==> src/hdl/nir_pkg.sv <==
// Shared types, constants and ring index helpers for the NEC IR edge decoder.
`default_nettype none

package nir_pkg;

  localparam int RING_DEPTH = 128;
  localparam int IDX_W      = $clog2(RING_DEPTH);
  localparam int DUR_W      = 16;
  localparam int LIMIT_W    = 20;

  localparam logic [LIMIT_W-1:0] IDLE_GAP_RESET = LIMIT_W'(50000);

  // action codes
  localparam logic [1:0] ACT_EDGE   = 2'd0;
  localparam logic [1:0] ACT_DECODE = 2'd1;
  localparam logic [1:0] ACT_RESUME = 2'd2;
  localparam logic [1:0] ACT_ARM    = 2'd3;

  // NEC timing windows in microseconds
  localparam logic [DUR_W-1:0] HDR_MARK_MIN  = 16'd4000;
  localparam logic [DUR_W-1:0] HDR_MARK_MAX  = 16'd14000;
  localparam logic [DUR_W-1:0] HDR_SPACE_MIN = 16'd1400;
  localparam logic [DUR_W-1:0] HDR_SPACE_MAX = 16'd5200;
  localparam logic [DUR_W-1:0] HDR_SPACE_DATA = 16'd3000;
  localparam logic [DUR_W-1:0] BIT_MARK_MIN  = 16'd200;
  localparam logic [DUR_W-1:0] BIT_MARK_MAX  = 16'd1000;
  localparam logic [DUR_W-1:0] BIT_SPACE_MIN = 16'd300;
  localparam logic [DUR_W-1:0] BIT_SPACE_MAX = 16'd2500;
  localparam logic [DUR_W-1:0] BIT_ONE_SPACE = 16'd1100;
  localparam logic [DUR_W-1:0] DUR_SAT       = 16'hFFFF;

  localparam logic [IDX_W-1:0] HDR_MIN_AVAIL  = IDX_W'(3);
  localparam logic [IDX_W-1:0] REPEAT_LEN     = IDX_W'(3);
  localparam logic [IDX_W-1:0] DATA_FRAME_LEN = IDX_W'(66);

  typedef struct packed {
    logic [1:0]  action;
    logic [31:0] edge_time_us;
  } in_item_t;

  typedef struct packed {
    logic        frame_found;
    logic        is_repeat;
    logic [31:0] code_value;
    logic [7:0]  pending_count;
  } out_item_t;

  typedef struct packed {
    logic             we;
    logic [IDX_W-1:0] waddr;
    logic [DUR_W-1:0] wdata;
    logic             re;
    logic [IDX_W-1:0] raddr;
  } ram_req_t;

  function automatic logic [IDX_W-1:0] idx_add(input logic [IDX_W-1:0] idx,
                                               input logic [IDX_W-1:0] step);
    logic [IDX_W:0] sum;
    sum = {1'b0, idx} + {1'b0, step};
    if (sum >= (IDX_W+1)'(RING_DEPTH)) begin
      sum = sum - (IDX_W+1)'(RING_DEPTH);
    end
    return sum[IDX_W-1:0];
  endfunction

  function automatic logic [IDX_W-1:0] idx_inc(input logic [IDX_W-1:0] idx);
    return idx_add(idx, IDX_W'(1));
  endfunction

  function automatic logic [IDX_W-1:0] ring_pending(input logic [IDX_W-1:0] wr,
                                                    input logic [IDX_W-1:0] rd);
    logic [IDX_W:0] diff;
    if (wr >= rd) begin
      diff = {1'b0, wr} - {1'b0, rd};
    end else begin
      diff = ({1'b0, wr} + (IDX_W+1)'(RING_DEPTH)) - {1'b0, rd};
    end
    return diff[IDX_W-1:0];
  endfunction

endpackage

`default_nettype wire

==> src/hdl/nir_ring_ram.sv <==
// Single-port-write, single-port-read synchronous RAM with registered read data.
`default_nettype none

module nir_ring_ram #(
  parameter int DEPTH = 128,
  parameter int WIDTH = 16,
  parameter int AW    = $clog2(DEPTH)
) (
  input  wire logic             clk,
  input  wire logic             we,
  input  wire logic [AW-1:0]    waddr,
  input  wire logic [WIDTH-1:0] wdata,
  input  wire logic             re,
  input  wire logic [AW-1:0]    raddr,
  output logic      [WIDTH-1:0] rdata
);

  logic [WIDTH-1:0] mem [DEPTH];
  logic [WIDTH-1:0] rdata_r;

  always_ff @(posedge clk) begin
    if (we) begin
      mem[waddr] <= wdata;
    end
  end

  always_ff @(posedge clk) begin
    if (re) begin
      rdata_r <= mem[raddr];
    end
  end

  assign rdata = rdata_r;

endmodule

`default_nettype wire

==> src/hdl/nir_ctrl.sv <==
// Sequencer: ring indices, edge timing and the NEC frame walk over the ring RAM.
`default_nettype none

module nir_ctrl
  import nir_pkg::*;
(
  input  wire logic               clk,
  input  wire logic               rst_n,
  input  wire logic               in_valid,
  output logic                    in_ready,
  input  wire in_item_t           in_data,
  input  wire logic [LIMIT_W-1:0] idle_gap_limit,
  output logic                    res_valid,
  input  wire logic               res_ready,
  output out_item_t               res_data,
  output ram_req_t                ram_req,
  input  wire logic [DUR_W-1:0]   ram_rdata
);

  typedef enum logic [7:0] {
    ST_IDLE  = 8'b0000_0001,
    ST_EXEC  = 8'b0000_0010,
    ST_EDGE  = 8'b0000_0100,
    ST_HDR_M = 8'b0000_1000,
    ST_HDR_S = 8'b0001_0000,
    ST_BIT_M = 8'b0010_0000,
    ST_BIT_S = 8'b0100_0000,
    ST_FIN   = 8'b1000_0000
  } state_t;

  state_t           st_r, st_nxt;
  logic [1:0]       act_r;
  logic [31:0]      time_r;
  logic [31:0]      gap_r, gap_nxt;
  logic [31:0]      last_r, last_nxt;
  logic [IDX_W-1:0] wr_r, wr_nxt;
  logic [IDX_W-1:0] rd_r, rd_nxt;
  logic [IDX_W-1:0] rptr_r, rptr_nxt;
  logic [4:0]       bit_r, bit_nxt;
  logic             hm_ok_r, hm_ok_nxt;
  logic             m_ok_r, m_ok_nxt;
  logic [31:0]      code_r, code_nxt;
  logic             found_r, found_nxt;
  logic             rep_r, rep_nxt;

  logic [IDX_W-1:0] avail;
  logic [IDX_W-1:0] wr_inc;
  logic             hs_ok;
  logic             s_ok;

  assign avail  = ring_pending(wr_r, rd_r);
  assign wr_inc = idx_inc(wr_r);
  assign hs_ok  = (ram_rdata >= HDR_SPACE_MIN) && (ram_rdata <= HDR_SPACE_MAX);
  assign s_ok   = (ram_rdata >= BIT_SPACE_MIN) && (ram_rdata <= BIT_SPACE_MAX);

  assign in_ready  = (st_r == ST_IDLE);
  assign res_valid = (st_r == ST_FIN);

  always_comb begin
    res_data.frame_found   = found_r;
    res_data.is_repeat     = rep_r;
    res_data.code_value    = code_r;
    res_data.pending_count = 8'(avail);
  end

  always_comb begin
    st_nxt    = st_r;
    gap_nxt   = gap_r;
    last_nxt  = last_r;
    wr_nxt    = wr_r;
    rd_nxt    = rd_r;
    rptr_nxt  = rptr_r;
    bit_nxt   = bit_r;
    hm_ok_nxt = hm_ok_r;
    m_ok_nxt  = m_ok_r;
    code_nxt  = code_r;
    found_nxt = found_r;
    rep_nxt   = rep_r;
    ram_req   = '0;

    case (st_r)
      ST_IDLE: begin
        if (in_valid) begin
          st_nxt = ST_EXEC;
        end
      end
      ST_EXEC: begin
        found_nxt = 1'b0;
        rep_nxt   = 1'b0;
        code_nxt  = '0;
        st_nxt    = ST_FIN;
        case (act_r)
          ACT_EDGE: begin
            gap_nxt = time_r - last_r;
            st_nxt  = ST_EDGE;
          end
          ACT_DECODE: begin
            if (avail >= HDR_MIN_AVAIL) begin
              ram_req.re    = 1'b1;
              ram_req.raddr = rd_r;
              rptr_nxt      = idx_inc(rd_r);
              st_nxt        = ST_HDR_M;
            end
          end
          ACT_RESUME: begin
            rd_nxt = wr_r;
          end
          ACT_ARM: begin
            wr_nxt   = '0;
            rd_nxt   = '0;
            last_nxt = time_r;
          end
          default: begin
            st_nxt = ST_FIN;
          end
        endcase
      end
      ST_EDGE: begin
        // gap already registered; store it unless it is inter-frame idle
        last_nxt = time_r;
        if (gap_r <= {12'd0, idle_gap_limit}) begin
          ram_req.we    = 1'b1;
          ram_req.waddr = wr_r;
          ram_req.wdata = (gap_r > {16'd0, DUR_SAT}) ? DUR_SAT : gap_r[DUR_W-1:0];
          wr_nxt        = wr_inc;
          if (wr_inc == rd_r) begin
            rd_nxt = idx_inc(rd_r);
          end
        end
        st_nxt = ST_FIN;
      end
      ST_HDR_M: begin
        hm_ok_nxt     = (ram_rdata >= HDR_MARK_MIN) && (ram_rdata <= HDR_MARK_MAX);
        ram_req.re    = 1'b1;
        ram_req.raddr = rptr_r;
        rptr_nxt      = idx_inc(rptr_r);
        st_nxt        = ST_HDR_S;
      end
      ST_HDR_S: begin
        st_nxt = ST_FIN;
        if (!hm_ok_r || !hs_ok) begin
          rd_nxt = idx_inc(rd_r);
        end else if (ram_rdata > HDR_SPACE_DATA) begin
          if (avail >= DATA_FRAME_LEN) begin
            ram_req.re    = 1'b1;
            ram_req.raddr = rptr_r;
            rptr_nxt      = idx_inc(rptr_r);
            bit_nxt       = '0;
            st_nxt        = ST_BIT_M;
          end
        end else begin
          // repeat frame: header mark, short space, trailing mark
          rd_nxt    = idx_add(rd_r, REPEAT_LEN);
          found_nxt = 1'b1;
          rep_nxt   = 1'b1;
        end
      end
      ST_BIT_M: begin
        m_ok_nxt      = (ram_rdata >= BIT_MARK_MIN) && (ram_rdata <= BIT_MARK_MAX);
        ram_req.re    = 1'b1;
        ram_req.raddr = rptr_r;
        rptr_nxt      = idx_inc(rptr_r);
        st_nxt        = ST_BIT_S;
      end
      ST_BIT_S: begin
        if (!m_ok_r || !s_ok) begin
          rd_nxt   = idx_inc(rd_r);
          code_nxt = '0;
          st_nxt   = ST_FIN;
        end else begin
          if (ram_rdata > BIT_ONE_SPACE) begin
            code_nxt[bit_r] = 1'b1;
          end
          if (bit_r == 5'd31) begin
            rd_nxt    = idx_add(rd_r, DATA_FRAME_LEN);
            found_nxt = 1'b1;
            st_nxt    = ST_FIN;
          end else begin
            ram_req.re    = 1'b1;
            ram_req.raddr = rptr_r;
            rptr_nxt      = idx_inc(rptr_r);
            bit_nxt       = bit_r + 5'd1;
            st_nxt        = ST_BIT_M;
          end
        end
      end
      ST_FIN: begin
        if (res_ready) begin
          st_nxt = ST_IDLE;
        end
      end
      default: begin
        st_nxt = ST_IDLE;
      end
    endcase
  end

  always_ff @(posedge clk) begin
    if (!rst_n) begin
      st_r   <= ST_IDLE;
      last_r <= '0;
      wr_r   <= '0;
      rd_r   <= '0;
    end else begin
      st_r   <= st_nxt;
      last_r <= last_nxt;
      wr_r   <= wr_nxt;
      rd_r   <= rd_nxt;
    end
  end

  always_ff @(posedge clk) begin
    if (in_valid && in_ready) begin
      act_r  <= in_data.action;
      time_r <= in_data.edge_time_us;
    end
    gap_r   <= gap_nxt;
    rptr_r  <= rptr_nxt;
    bit_r   <= bit_nxt;
    hm_ok_r <= hm_ok_nxt;
    m_ok_r  <= m_ok_nxt;
    code_r  <= code_nxt;
    found_r <= found_nxt;
    rep_r   <= rep_nxt;
  end

endmodule

`default_nettype wire

==> src/hdl/nec_ir_edge_decoder.sv <==
// Top level of the NEC IR edge decoder: config register, ring RAM, sequencer, output stage.
`default_nettype none

// NEC IR edge decoder. Each input transfer carries one action: an edge with its
// microsecond timestamp, a decode attempt, a resume (drop everything pending) or
// an arm (empty the ring and restart the edge clock at the given time). Edges store
// the gap to the previous edge, saturated to 16 bits, in a 128-entry duration ring
// held in a synchronous RAM; gaps above idle_gap_limit are dropped as idle and a
// full ring loses its oldest duration. A decode walks the ring from the oldest
// entry, one RAM read per cycle, and returns a data frame, a repeat frame or
// nothing. Every input transfer yields exactly one output transfer carrying the
// ring fill level after the action. A full 32-bit data frame is walked with 66
// sequential reads through the single ring read port (a bad bit ends the walk
// early). The next input is accepted once the result has moved into the output
// register and the sequencer is back in idle. One action is in flight at a
// time; the output register lets the next input be accepted while the previous
// result waits for out_ready. The ring RAM contents are not cleared at reset;
// only entries written since are ever read. The config port is always ready and
// is to be written only while the block is idle.

module nec_ir_edge_decoder
  import nir_pkg::*;
(
  input  wire logic               clk,
  input  wire logic               rst_n,
  input  wire logic               in_valid,
  output logic                    in_ready,
  input  wire in_item_t           in_data,
  output logic                    out_valid,
  input  wire logic               out_ready,
  output out_item_t               out_data,
  input  wire logic               cfg_valid,
  output logic                    cfg_ready,
  input  wire logic [LIMIT_W-1:0] cfg_data
);

  logic [LIMIT_W-1:0] idle_gap_limit_r;
  logic               out_valid_r;
  out_item_t          out_data_r;

  logic               res_valid;
  logic               res_ready;
  out_item_t          res_data;
  ram_req_t           ram_req;
  logic [DUR_W-1:0]   ram_rdata;

  // config register, always ready
  assign cfg_ready = 1'b1;

  always_ff @(posedge clk) begin
    if (!rst_n) begin
      idle_gap_limit_r <= IDLE_GAP_RESET;
    end else if (cfg_valid && cfg_ready) begin
      idle_gap_limit_r <= cfg_data;
    end
  end

  nir_ring_ram #(
    .DEPTH (RING_DEPTH),
    .WIDTH (DUR_W),
    .AW    (IDX_W)
  ) u_ring (
    .clk   (clk),
    .we    (ram_req.we),
    .waddr (ram_req.waddr),
    .wdata (ram_req.wdata),
    .re    (ram_req.re),
    .raddr (ram_req.raddr),
    .rdata (ram_rdata)
  );

  nir_ctrl u_ctrl (
    .clk            (clk),
    .rst_n          (rst_n),
    .in_valid       (in_valid),
    .in_ready       (in_ready),
    .in_data        (in_data),
    .idle_gap_limit (idle_gap_limit_r),
    .res_valid      (res_valid),
    .res_ready      (res_ready),
    .res_data       (res_data),
    .ram_req        (ram_req),
    .ram_rdata      (ram_rdata)
  );

  // output register: take a new result when empty or draining this cycle
  assign res_ready = !out_valid_r || out_ready;

  always_ff @(posedge clk) begin
    if (!rst_n) begin
      out_valid_r <= 1'b0;
    end else if (res_ready) begin
      out_valid_r <= res_valid;
    end
  end

  always_ff @(posedge clk) begin
    if (res_valid && res_ready) begin
      out_data_r <= res_data;
    end
  end

  assign out_valid = out_valid_r;
  assign out_data  = out_data_r;

endmodule

`default_nettype wire

==> config.mk <==
export PLATFORM = sky130hd
export DESIGN_NAME = nec_ir_edge_decoder
export DESIGN_NICKNAME = d
export VERILOG_FILES = /design/src/hdl/nir_pkg.sv /design/src/hdl/nir_ring_ram.sv /design/src/hdl/nir_ctrl.sv /design/src/hdl/nec_ir_edge_decoder.sv
export SDC_FILE = /design/constraint.sdc
export NUM_CORES = 2
export LEC_CHECK = 0
export BUFFER_PORTS_ARGS = -buffer_cell sky130_fd_sc_hd__buf_4
export CORE_MARGIN = 2
export CORE_UTILIZATION = 64
export DETAILED_ROUTE_END_ITERATION = 7
export PLACE_DENSITY = 0.81
export SYNTH_ARGS = -nofsm -noshare
export SYNTH_HDL_FRONTEND = slang
export SYNTH_SLANG_ARGS = --single-unit
export TNS_END_PERCENT = 100
==> constraint.sdc <==
create_clock -name clk -period 17.2 [get_ports clk]
set_input_delay 1.72 -clock clk [delete_from_list [all_inputs] [get_ports clk]]
set_output_delay 1.72 -clock clk [all_outputs]
set_load 0.02 [all_outputs]
==> summary by stage <==
Logic synthesis
The top cell type by total area after synthesis is edfxtp_1. The share of synthesized area in the top cell type comes to a little over two thirds. Summing every instance area after synthesis gives roughly 94000 µm².

In this run, synthesis inferred 2219 flip-flops with an integrated enable. Yosys mapped the design onto 84 distinct sky130hd cell types. Counting flops and latches in the post-synthesis netlist gives roughly 2300.

Counting every instance in the synthesized netlist gives between 6000 and 7000. The average size of a mapped cell is between 10 and 15 µm². In the post-synthesis netlist, the biggest area contributors are edfxtp_1, nand2_1, mux2i_1. When the netlist entered floorplanning its net count stood at between 7000 and 8000. Counting flops with an async set or reset pin after synthesis yields a share of 0%. The most used flip-flop cell after synthesis is edfxtp_1. The synthesis warning total is 0. The proportion of synthesized chip area in sequential cells is 72.2%.

Timing
The final setup slack of the worst path is approximately 8.5 ns. The share of the clock period used by the worst path is between 50% and 60%. Summed over all failing endpoints, the final setup total negative slack is 0 ns. The worst path needs between 8 and 9 ns of the cycle, external delays included. The number of slew-limit violations in the final report is 0. The post-route clock skew is 0.0389 ns. The transition at the pin with the smallest max-transition slack is approximately 1.4 ns. Setup repair after global routing left no endpoint under its margin. The worst pin sits at a relative slew slack of 5.68%. The number of endpoints with negative hold slack in the final report came to 0. For this run, the top clock speed supported by timing is 115 MHz. Setup violations remaining at the end of the flow were counted as 0.

Layout
Once layout is done, the placed cells without fillers occupy between 100000 and 150000 µm². Cells with a size suffix above 1 make up just under 10% of the layout. The area growth from synthesis to final layout is 10.9%. Counting the fill cells in the layout gives between 8000 and 9000.

In the final design database the tool counted just over 7000 nets.

Setup path
For this run, the slowest stage of the critical path takes about 0.82 ns. At the worst endpoint, the arrival time is between 9 and 10 ns. Among the stages of the critical path, the cell type that occurs most often is buf_4. The critical path goes through clkinv_1 -> ha_1 -> and3_1 -> a311o_1 -> nand2_1 -> mux2i_1 -> a41oi_1 -> a2111oi_4 -> a21oi_2 -> a221oi_4 -> buf_4 -> buf_4 -> buf_4 -> mux2i_1 -> o22ai_1 -> nor4_1 -> a211oi_1 -> o41ai_1 -> a21oi_1. For the worst setup path, the data required time is approximately 18 ns. The critical path is of the reg -> reg type. The critical path endpoint category is a register.

The highest-delay cell along the critical path is buf_4. The kind of cell with the highest combined delay along the critical path is buffers and inverters. The number of buffers and inverters on the critical path is 4. The worst setup path is launched from a register. Along the worst path, the maximum fanout reaches 64.

GRT
The overall track demand over capacity in global routing is between 30% and 40%. Entering global routing, the biggest net connects 137 pins. The first global-routing pass estimated 395 mm of wire. The leftover overflow at the end of global routing is 0. For this run, global-route usage on met2 was measured as 53.7%. The layer flagged by global routing as most heavily used is met2. The initial antenna violation count is 12. The via count of the first global-routing pass is 61100.

The global routing usage on met1 is ~47%. The met3 capacity usage during global routing is a little over a tenth.

Power and ir drop
The internal portion of the total power is roughly 8.6 mW. The share of total power in the clock network is a little over two fifths. VDD sags by at most roughly 100 µV. In this run the power spent charging and discharging nets is around 2.1 mW.

In this run, flip-flops and latches consume 56.2% of the power. The sum of internal, switching and leakage power is 10.8 mW. The ratio of total power to cell area is between 100 and 150 nW/µm². The combinational share of power is 0.9%. Of the total power, the share spent switching nets is around a fifth.

The static leakage is roughly 39 nW.

Placed design
Detailed placement ended at an HPWL of around 160 mm. Timing analysis after detailed placement gives a worst setup slack of 8.75 ns. Input and output buffers added on the ports amount to between 100 and 150. The final weighted congestion of routability-driven global placement is 0.959.

The placed instances occupy a cell area of approximately 98000 µm².

Outcome
The run finished with clean final reports.

Routing
Across all layers, the routed design uses about 63000 vias. The DRC marker count from the first detailed-route iteration is between 10000 and 15000. The per-cell routed wire length is a little under 30 µm. Dividing the detail-routed via count by the number of cells gives 6.87. The final layout contains routed wiring with a total length of between 200 and 300 mm. Once detail routing completed, the nets flagged for antenna violations numbered 0. After detailed routing, the number of remaining DRC violations is 0. The number of detailed-routing iterations run before antenna repair is 6.

CTS
CTS built an H-tree with a depth of 4. The count of buffers added by post-CTS timing repair for setup is 0. The maximum root-to-sink buffer count is 3.

The clock root buffer is clkbuf_16. The clock tree from TritonCTS is done. The latest clock arrival within the worst-skew pair is just under 0.9 ns. Clock-pin slew was measured on the worst setup and hold paths at around 0.06 ns.

The total clock sinks is about 2300. The number of buffers created by CTS is between 200 and 250. The count of hold buffers inserted by post-cts repair is 0. The number of cells upsized or downsized after cts is 0.

Die
The die is slightly below 400 µm tall. The floorplan has 140 rows. The initial utilization of the core area, before any placement, comes to 64.6%. The die is slightly below 400 µm wide. The full die area is 151000 µm². The total core area is ~150000 µm². The number of I/O pins is around 100.

Min path
The tightest min-delay check is of the reg -> reg type.

Run
Across the run, the number of max-cap violations was 0.
[synthesized netlist by cell type (all sizes together) (16+ instances only)]
master	n
o211ai	29
inv	83
a211oi	137
o22ai	28
nor4	29
a31oi	85
nor2	296
a21oi	261
a2111oi	18
edfxtp	2219
nand4	55
o21ai	82
a22oi	24
mux2i	456
nor4b	69
a311oi	72
o41ai	24
nand2	1438
o2111ai	16
clkbuf	226
nor2b	29
nor3	40
xnor2	43
a21o	24
buf	211
ha	70
dfxtp	75
and3	39
nand3	521
a21boi	39
[cell usage in the layout (no fill, tap or decap), drive strengths merged, types with 16 or more instances in the layout]
cell type  count
inv           92
ha            70
xnor2         43
o211ai        29
dfxtp         75
nor4b         69
nor2b         29
a2111oi       18
o22ai         28
and3          39
clkinv        93
a31oi         85
edfxtp      2219
nand4         55
a211oi       137
o2111ai       16
a311oi        72
nand3        521
nor3          40
nor2         296
buf          351
nand2       1438
a22oi         24
mux2i        456
nor4          29
o21ai         82
o41ai         24
a21boi        39
clkbuf       270
a21oi        261
a21o          24
[power groups by stage]
stage | combinational [mW] | sequential [mW] | clock [mW]
4_1_cts | 0.0985 | 6.06 | 4.62
3_5_place_dp | 0.0974 | 6.18 | 0
6_report | 0.0989 | 6.06 | 4.61
3_3_place_gp | 0.0948 | 6.18 | 0
5_1_grt | 0.110 | 6.05 | 4.83
2_1_floorplan | 0.0682 | 6.17 | 0
[cells by family (layout without fill, tap and decap cells)]
family / Yosys count / count (layout) / synth area share (%)
simple gates: 2591 / 2591 / 12.1
flops: 2294 / 2294 / 72.2
compound gates: 963 / 963 / 6.99
buf+inv: 521 / 827 / 2.38
mux: 458 / 458 / 4.86
fa+ha+maj: 72 / 72 / 0.970
xor+xnor: 58 / 58 / 0.538
other cells: 2 / 17 / 0.00795
[state kept, by name, indices dropped and copies added, names as in the netlist]
register and cells:
idle_gap_limit_r 20, out_data 41, out_valid 1, u_ctrl.act_r 2
u_ctrl.bit_r 5, u_ctrl.code_r 32, u_ctrl.found_r 1, u_ctrl.gap_r 32
u_ctrl.hm_ok_r 1, u_ctrl.last_r 32, u_ctrl.m_ok_r 1, u_ctrl.rd_r 7
u_ctrl.rep_r 1, u_ctrl.rptr_r 7, u_ctrl.st_r 8, u_ctrl.time_r 32
u_ctrl.wr_r 7, u_ring.mem 2048, u_ring.rdata 16
[through the flow]
step	util, %	cells	hold slack [ns]
floorplan	-	6959	0.400
global placement	67.0	8790	0.404
detailed placement	67.0	8791	0.418
CTS	71.6	9182	0.420
global route	71.6	9182	0.421
finish	71.7	9197	0.426
[layout make-up]
type,instances,area [µm²],area share [%]
Antenna cell,15,37.5,0.0358
Timing Repair Buffer,352,2720,2.60
Clock buffer,270,5610,5.35
Sequential cell,2294,68100,65.1
Clock inverter,121,1160,1.11
Tap cell,1917,2400,2.29
Inverter,84,315,0.301
Multi-Input combinational cell,4144,24300,23.2
[layer usage]
metal / routed length, µm / part of all wire [%] / up-vias
met5: 136 / 0.050 / -
met2: 122000 / 45 / 5230
li1: - / - / 26400
met3: 38300 / 14 / 1014
met4: 16800 / 6.2 / 14
met1: 93600 / 35 / 30600
[final timing paths]
path                  start               to  slack (ns)  cells past startpoint
max          u_ctrl.rd_r[3]  u_ring.rdata[2]        8.48                     19
min            u_ctrl.rep_r     out_data[40]        0.43                      0
max reg2reg  u_ctrl.rd_r[3]  u_ring.rdata[2]        8.48                     19
min reg2reg    u_ctrl.rep_r     out_data[40]        0.43                      0
No activity file was read; power rests on OpenSTA's default activity.
